==> src/rtl/sac_pkg.sv <==
// shared types and codes for the source admission control block
package sac_pkg;

  // one table entry as held in the table memory
  typedef struct packed {
    logic        banned;
    logic        warned;
    logic [31:0] last_seen;
    logic [31:0] addr;
  } entry_t;

  // result codes carried on the verdict port
  typedef enum logic [2:0] {
    V_NEW   = 3'd0,
    V_KNOWN = 3'd1,
    V_WARN  = 3'd2,
    V_BAN   = 3'd3,
    V_DROP  = 3'd4,
    V_FULL  = 3'd5
  } verdict_t;

  // sequencer states
  typedef enum logic [1:0] {
    ST_IDLE,
    ST_SCAN,
    ST_FINISH
  } state_t;

  localparam logic [15:0] MIN_GAP_RESET = 16'd10;

endpackage

==> src/rtl/sac_table.sv <==
// source table memory: one write port, one registered read port
module sac_table
  import sac_pkg::*;
#(
  parameter int TABLE_ENTRIES = 64,
  parameter int IDX_W         = 6
) (
  input  logic             clk,
  input  logic             rd_en,
  input  logic [IDX_W-1:0] rd_idx,
  output entry_t           rd_entry,
  input  logic             wr_en,
  input  logic [IDX_W-1:0] wr_idx,
  input  entry_t           wr_entry
);

  entry_t mem [TABLE_ENTRIES];

  // write port
  always_ff @(posedge clk) begin
    if (wr_en) begin
      mem[wr_idx] <= wr_entry;
    end
  end

  // read port, registered, data held while not reading
  always_ff @(posedge clk) begin
    if (rd_en) begin
      rd_entry <= mem[rd_idx];
    end
  end

endmodule

==> src/rtl/source_admission_control.sv <==
// top level of the per-source admission control block
// Each request (source address, time in seconds) is looked up in a table of
// TABLE_ENTRIES sources held in one memory. It is answered with one verdict and
// the table entry used. The idle state takes the request. The scan state then
// reads the table memory one entry per cycle, in order, until a match or the
// end of the entries in use, and compares each entry read with the request
// address. The finish state then decides, writes the entry back unless the
// verdict is drop or full, and loads the verdict into the output register.
// One request is worked on at a time. The next request is taken while the
// previous verdict still waits in the output register. The decide cycle
// stalls for as long as that earlier verdict is not taken. Entries are filled
// in order and never freed, so a fill count marks which entries are in use:
// there is no clearing pass after reset. The minimum gap register (reset 10
// seconds) is written with cfg_write_en.
module source_admission_control
  import sac_pkg::*;
#(
  parameter int TABLE_ENTRIES = 64
) (
  input  logic        clk,
  input  logic        rst,
  input  logic        cfg_write_en,
  input  logic [15:0] cfg_write_data,
  input  logic        in_valid,
  output logic        in_ready,
  input  logic [31:0] src_addr,
  input  logic [31:0] now_seconds,
  output logic        out_valid,
  input  logic        out_ready,
  output logic [2:0]  verdict,
  output logic [5:0]  slot
);

  localparam int IDX_W = $clog2(TABLE_ENTRIES);
  localparam int CNT_W = $clog2(TABLE_ENTRIES + 1);
  localparam logic [CNT_W-1:0] FULL_COUNT = CNT_W'(TABLE_ENTRIES);

  state_t           state, state_next;
  logic [15:0]      min_gap_seconds;
  logic [CNT_W-1:0] fill_count;
  logic [CNT_W-1:0] scan_idx;
  logic [IDX_W-1:0] chk_idx;
  logic             chk_vld;
  logic             hit;
  logic [IDX_W-1:0] hit_idx;
  logic [31:0]      req_addr;
  logic [31:0]      req_now;

  logic             rd_en;
  entry_t           rd_entry;
  logic             wr_en;
  logic [IDX_W-1:0] wr_idx;
  entry_t           wr_entry;

  logic             scan_match;
  logic             scan_more;
  logic             finish_go;
  verdict_t         res_verdict;
  logic [IDX_W-1:0] res_idx;
  logic [IDX_W+5:0] res_idx_ext;
  logic             fill_inc;
  logic [31:0]      elapsed;

  // configuration register
  always_ff @(posedge clk) begin
    if (rst) begin
      min_gap_seconds <= MIN_GAP_RESET;
    end else if (cfg_write_en) begin
      min_gap_seconds <= cfg_write_data;
    end
  end

  // table memory
  sac_table #(
    .TABLE_ENTRIES (TABLE_ENTRIES),
    .IDX_W         (IDX_W)
  ) u_table (
    .clk      (clk),
    .rd_en    (rd_en),
    .rd_idx   (scan_idx[IDX_W-1:0]),
    .rd_entry (rd_entry),
    .wr_en    (wr_en),
    .wr_idx   (wr_idx),
    .wr_entry (wr_entry)
  );

  // scan compare and read issue
  assign scan_match = chk_vld && (rd_entry.addr == req_addr);
  assign scan_more  = scan_idx < fill_count;
  assign finish_go  = !out_valid || out_ready;
  assign in_ready   = (state == ST_IDLE);
  assign elapsed    = req_now - rd_entry.last_seen;

  // next state, memory write and verdict
  always_comb begin
    state_next  = state;
    rd_en       = 1'b0;
    wr_en       = 1'b0;
    wr_idx      = hit_idx;
    wr_entry    = rd_entry;
    res_verdict = V_FULL;
    res_idx     = '0;
    fill_inc    = 1'b0;

    if (hit) begin
      res_idx = hit_idx;
      if (rd_entry.banned) begin
        res_verdict = V_DROP;
      end else begin
        wr_entry.last_seen = req_now;
        if (elapsed < {16'd0, min_gap_seconds}) begin
          if (rd_entry.warned) begin
            wr_entry.banned = 1'b1;
            res_verdict     = V_BAN;
          end else begin
            wr_entry.warned = 1'b1;
            res_verdict     = V_WARN;
          end
        end else begin
          res_verdict = V_KNOWN;
        end
      end
    end else if (fill_count < FULL_COUNT) begin
      res_verdict        = V_NEW;
      res_idx            = fill_count[IDX_W-1:0];
      wr_idx             = fill_count[IDX_W-1:0];
      wr_entry.addr      = req_addr;
      wr_entry.last_seen = req_now;
      wr_entry.warned    = 1'b0;
      wr_entry.banned    = 1'b0;
    end

    unique case (state)
      ST_IDLE: begin
        if (in_valid) begin
          state_next = ST_SCAN;
        end
      end
      ST_SCAN: begin
        if (scan_match) begin
          state_next = ST_FINISH;
        end else if (scan_more) begin
          rd_en = 1'b1;
        end else begin
          state_next = ST_FINISH;
        end
      end
      ST_FINISH: begin
        if (finish_go) begin
          state_next = ST_IDLE;
          wr_en      = (res_verdict != V_DROP) && (res_verdict != V_FULL);
          fill_inc   = (res_verdict == V_NEW);
        end
      end
      default: state_next = ST_IDLE;
    endcase
  end

  assign res_idx_ext = (IDX_W + 6)'(res_idx);

  // state register
  always_ff @(posedge clk) begin
    if (rst) begin
      state <= ST_IDLE;
    end else begin
      state <= state_next;
    end
  end

  // scan control and fill count
  always_ff @(posedge clk) begin
    if (rst) begin
      fill_count <= '0;
      scan_idx   <= '0;
      chk_vld    <= 1'b0;
      hit        <= 1'b0;
    end else begin
      if (fill_inc) begin
        fill_count <= fill_count + CNT_W'(1);
      end
      unique case (state)
        ST_IDLE: begin
          scan_idx <= '0;
          chk_vld  <= 1'b0;
          hit      <= 1'b0;
        end
        ST_SCAN: begin
          if (scan_match) begin
            hit     <= 1'b1;
            chk_vld <= 1'b0;
          end else begin
            chk_vld <= scan_more;
            if (scan_more) begin
              scan_idx <= scan_idx + CNT_W'(1);
            end
          end
        end
        default: begin
          chk_vld <= 1'b0;
        end
      endcase
    end
  end

  // request capture and scan payload
  always_ff @(posedge clk) begin
    if (in_valid && in_ready) begin
      req_addr <= src_addr;
      req_now  <= now_seconds;
    end
    if (rd_en) begin
      chk_idx <= scan_idx[IDX_W-1:0];
    end
    if (state == ST_SCAN && scan_match) begin
      hit_idx <= chk_idx;
    end
  end

  // output register
  always_ff @(posedge clk) begin
    if (rst) begin
      out_valid <= 1'b0;
    end else if (state == ST_FINISH && finish_go) begin
      out_valid <= 1'b1;
    end else if (out_ready) begin
      out_valid <= 1'b0;
    end
  end

  always_ff @(posedge clk) begin
    if (state == ST_FINISH && finish_go) begin
      verdict <= res_verdict;
      slot    <= res_idx_ext[5:0];
    end
  end

  // checks on the table sequencer
  a_fill_bound: assert property (@(posedge clk) disable iff (rst)
    fill_count <= FULL_COUNT)
    else $error("fill count beyond table size");

  a_read_in_use: assert property (@(posedge clk) disable iff (rst)
    rd_en |-> (scan_idx < fill_count))
    else $error("table read beyond entries in use");

  a_full_slot: assert property (@(posedge clk) disable iff (rst)
    (out_valid && verdict == V_FULL) |-> (slot == 6'd0))
    else $error("untracked verdict with non-zero slot");

  a_verdict_code: assert property (@(posedge clk) disable iff (rst)
    out_valid |-> (verdict <= V_FULL))
    else $error("verdict code out of range");

endmodule

==> config.mk <==
export PLATFORM = sky130hd
export DESIGN_NAME = source_admission_control
export DESIGN_NICKNAME = d
export VERILOG_FILES = /design/src/rtl/sac_pkg.sv /design/src/rtl/sac_table.sv /design/src/rtl/source_admission_control.sv
export SDC_FILE = /design/constraint.sdc
export NUM_CORES = 2
export LEC_CHECK = 0
export BUFFER_PORTS_ARGS = -buffer_cell sky130_fd_sc_hd__buf_4
export CORE_UTILIZATION = 60
export DETAILED_ROUTE_END_ITERATION = 10
export PLACE_DENSITY = 0.79
export SLEW_MARGIN = 15
export SYNTH_ARGS = -nofsm -noshare
export SYNTH_HDL_FRONTEND = slang
export SYNTH_MEMORY_MAX_BITS = 65536
export SYNTH_SLANG_ARGS = --single-unit
==> constraint.sdc <==
create_clock -name clk -period 17.6 [get_ports clk]
set_input_delay 3.52 -clock clk [delete_from_list [all_inputs] [get_ports clk]]
set_output_delay 3.52 -clock clk [all_outputs]
set_load 0.02 [all_outputs]
==> run_results.csv <==
group,metric,value,unit
sta,setup_viol,0,
final_layout,drive_gt1_share,31.61,%
floorplanning,core-area,280400,um2
yosys,yosysWarnings,0,
setup_path,worst_setup_path_end_kind,"register",
setup_path,crit_arrival,7.24,ns
final_layout,fin_nets,7446,
setup_path,r2r_slack,11.00,ns
cts,cts_hold_buf,0,
yosys,synth-seq-cells,4410,
sta,fin_tns_setup,0,ns
yosys,synth_top_area_share,77.39,%
routing,vias,85271,
yosys,seq_area_frac_synth,77.81,%
setup_path,crit_type,"register to register",
pwr,p_switching,4475,uW
setup_path,required,18.24,ns
cts,cts_tree,"built",
floorplanning,die_h,533.9,um
cts,htree_num_levels,5,
sta,relSlewSlack,12.90,%
routing,first_pass_iters,6,
routing,viasPerCell,7.481,
final_layout,multi_input_area,36950,um2
yosys,synth_edf_count,4375,
outcome,outcome,"completed",
sta,tightest_slew,1.288,ns
global_routing,grt_overflow_total,0,
job,max_cap_violations,0,
global_routing,antenna_found_initial,37,
setup_path,crit_fanout,64,
routing,routed_wl,500200,um
yosys,syn-cell-area,169800,um2
sta,drv_slew,0,
sta,rsz0062_at_grt,"no",
cts,clkTransAtPathRegs,0.06,ns
pwr,p_seq_share,54.9,%
cts,clockBufferDepth,4,
yosys,syn_avg_cell_area,24.53,um2
pwr,vdd_ir_drop_max,156.2,uV
final_layout,area_growth,11.83,%
floorplanning,initial_core_util,60.55,%
sta,hold_viol,0,
yosys,yosysTopAreaCell,"edfxtp_1",
yosys,synth_fp_nets,7061,
cts,cts_buffers,417,
global_routing,grt_max_degree,149,
pwr,pwr-share-comb,2.3,%
final_layout,seqCellArea,132100,um2
sta,max_freq,0.1516,GHz
setup_path,r2r-start,"u_table.rd_entry[35]",
yosys,synth.area.top_cells,"edfxtp_1 77%, mux4_2 18%, clkbuf_1 0.46%",
setup_path,startpoint,"u_table.rd_entry[35]",
global_routing,grt_pass1_vias,85932,
global_routing,grt_pass1_wl,690300,um
yosys,ys.flop_type,"edfxtp_1",
global_routing,grt_use_total,35.42,%
final_layout,fillers,15326,
cts,postCtsSetupBuffers,0,
setup_path,cp-endpoint,"u_table.mem[33][65]",
placement,place.gp.congestion,0.8695,
hold_path,min_path_type,"register to register",
pwr,p_leak,0.05683,uW
cts,cts_resized,0,
cts,cts-root-buf,"clkbuf_16",
cts,clock-sinks,4410,
yosys,async_flop_share,0,%
floorplanning,num_io_pins,96,
setup_path,rr_worst_depth,18,
placement,portBuffers,95,
routing,drtIter0Drc,14885,
hold_path,whs_path_depth,0,
floorplanning,die_w,533.9,um
routing,wl_per_cell,43.89,um
routing,drc,0,
pwr,clockPowerShare,42.8,%
floorplanning,die_area,285000,um2
placement,post-dp-hpwl,243300,um
pwr,pwr_density_cell,111.6,nW/um2
sta,period_share,37.48,%
pwr,finalPower,21190,uW
sta,final.min_clock_period,6.596,ns
setup_path,worstSetupStartpointType,"register",
floorplanning,rows,194,
routing,ant_nets,0,
pwr,sw_frac_of_total,21.12,%
pwr,internal_power,16710,uW
yosys,synthCells,6921,
cts,clk_latency,0.99,ns
setup_path,reg2reg_to,"u_table.mem[33][65]",
yosys,synth_cell_types,73,
sta,clock_skew,0.06643,ns
-- cells in the final DEF (no fill, tap or decap), drive strengths merged, types with 7 or more instances in the layout --
cell and count:
mux2 37, buf 308, a21oi 44, o21ai 64, clkinv 183, o21a 13, a21o 17, clkinvlp 10
dfxtp 35, o211ai 9, nand4 17, nor2 121, a211oi 7, mux4 1386, bufinv 36, nand2 96
mux2i 19, nor2b 9, xnor2 29, inv 77, diode 18, nor3 13, nor4 11, edfxtp 4375
xor2 29, clkbuf 528, ha 54, nand2b 11, nand3 27
-- per-layer routing --
layer | vias up | routed length [um] | track usage [%]
li1 | 30749 | - | -
met1 | 44609 | 154700 | 43.38
met5 | - | 236 | 0.06662
met3 | 1742 | 58100 | 7.659
met4 | 30 | 40810 | 23.91
met2 | 8141 | 246400 | 57.36
-- worst max-delay path: stages (launching register included) --
cell and delay, ns:
edfxtp_1 0.37, inv_1 0.15, ha_1 0.31, and2_1 0.23
a221oi_2 0.55, a21oi_1 0.23, nor2_1 0.42, o21bai_1 0.15
xor2_1 0.16, ha_1 0.31, a2111oi_0 0.36, o21ai_0 0.17
a2111oi_0 0.35, and4bb_1 0.23, nand4_1 0.10, nor4_2 0.94
nand4_1 0.35, a21oi_4 0.26, buf_4 0.60
-- power groups by stage --
stage | registers (uW) | clock network, uW | logic [uW]
finish | 11600 | 9060 | 492
global route | 11600 | 9420 | 501
CTS | 11600 | 9080 | 475
detailed placement | 11900 | 0 | 458
global placement | 11900 | 0 | 435
floorplan | 11900 | 0 | 243
-- metrics by stage --
stage / util (%) / setup WS, ns / cell area, um2 / hold WS [ns] / instances
detailed placement: 62.89 / 10.40 / 176300 / 0.4080 / 10610
finish: 67.71 / 11.00 / 189800 / 0.4202 / 11398
CTS: 67.65 / 10.92 / 189700 / 0.4220 / 11379
global route: 67.70 / 10.81 / 189800 / 0.4243 / 11382
floorplan: - / 9.706 / 169800 / 0.4003 / 6921
global placement: 62.88 / 10.33 / 176300 / 0.4026 / 10609
-- kinds of logic (layout without fill, tap and decap cells) --
family                     Yosys count  count (layout)  share of synthesized area [%]
DFF                               4410            4410                          77.81
and+or+nand+nor                    344             344                         0.9604
adders and majority gates           55              55                         0.4098
muxes                             1442            1442                          18.75
xor gates and xnor gates            58              58                         0.2993
buffers and inverters              407            1142                         0.9788
other                                0              18                              0
AOI/OAI and AO/OA                  205             205                         0.7990
-- cells in the mapped netlist (all sizes together), types with 7 or more instances --
master,count
nor2b,9
nor2,121
mux4,1386
mux2i,19
nand2,96
a21o,17
nor3,13
a21oi,44
nand2b,11
mux2,37
o211ai,9
inv,65
ha,54
o21ai,64
xor2,29
a211oi,7
clkbuf,208
nand4,17
dfxtp,35
edfxtp,4375
nor4,11
buf,134
nand3,27
xnor2,29
o21a,13
-- cell type report --
class                   count  area share (%)
clock buffers             528           5.822
repair buffers            308           1.306
clock inverters           241           1.213
well taps                3724           2.454
inverters                  65          0.1325
diodes                     18         0.02373
multi-input cells        2104           19.46
flip-flops and latches   4410           69.59
-- sequential cells by signal, summed over array words and instances (netlist names) --
name and cells:
hit_idx 6, req_now 32, slot 6, req_addr 32
u_table.rd_entry 66, u_table.mem 4224, state 2, chk_idx 6
chk_vld 1, verdict 3, hit 1, scan_idx 7
min_gap_seconds 16, out_valid 1, fill_count 7
-- worst min path at each step --
| stage | end | slack (ns) | start |
|---|---|---|---|
| 6_report | hit_idx[3] | 0.42 | chk_idx[3] |
| 2_1_floorplan | hit_idx[0] | 0.40 | chk_idx[0] |
| 3_5_place_dp | hit_idx[3] | 0.41 | chk_idx[3] |
| 4_1_cts | hit_idx[0] | 0.42 | chk_idx[0] |
| 3_3_place_gp | hit_idx[1] | 0.40 | chk_idx[1] |
| 5_1_grt | hit_idx[3] | 0.42 | chk_idx[3] |
Note: power is estimated with default switching activity, not from simulation.
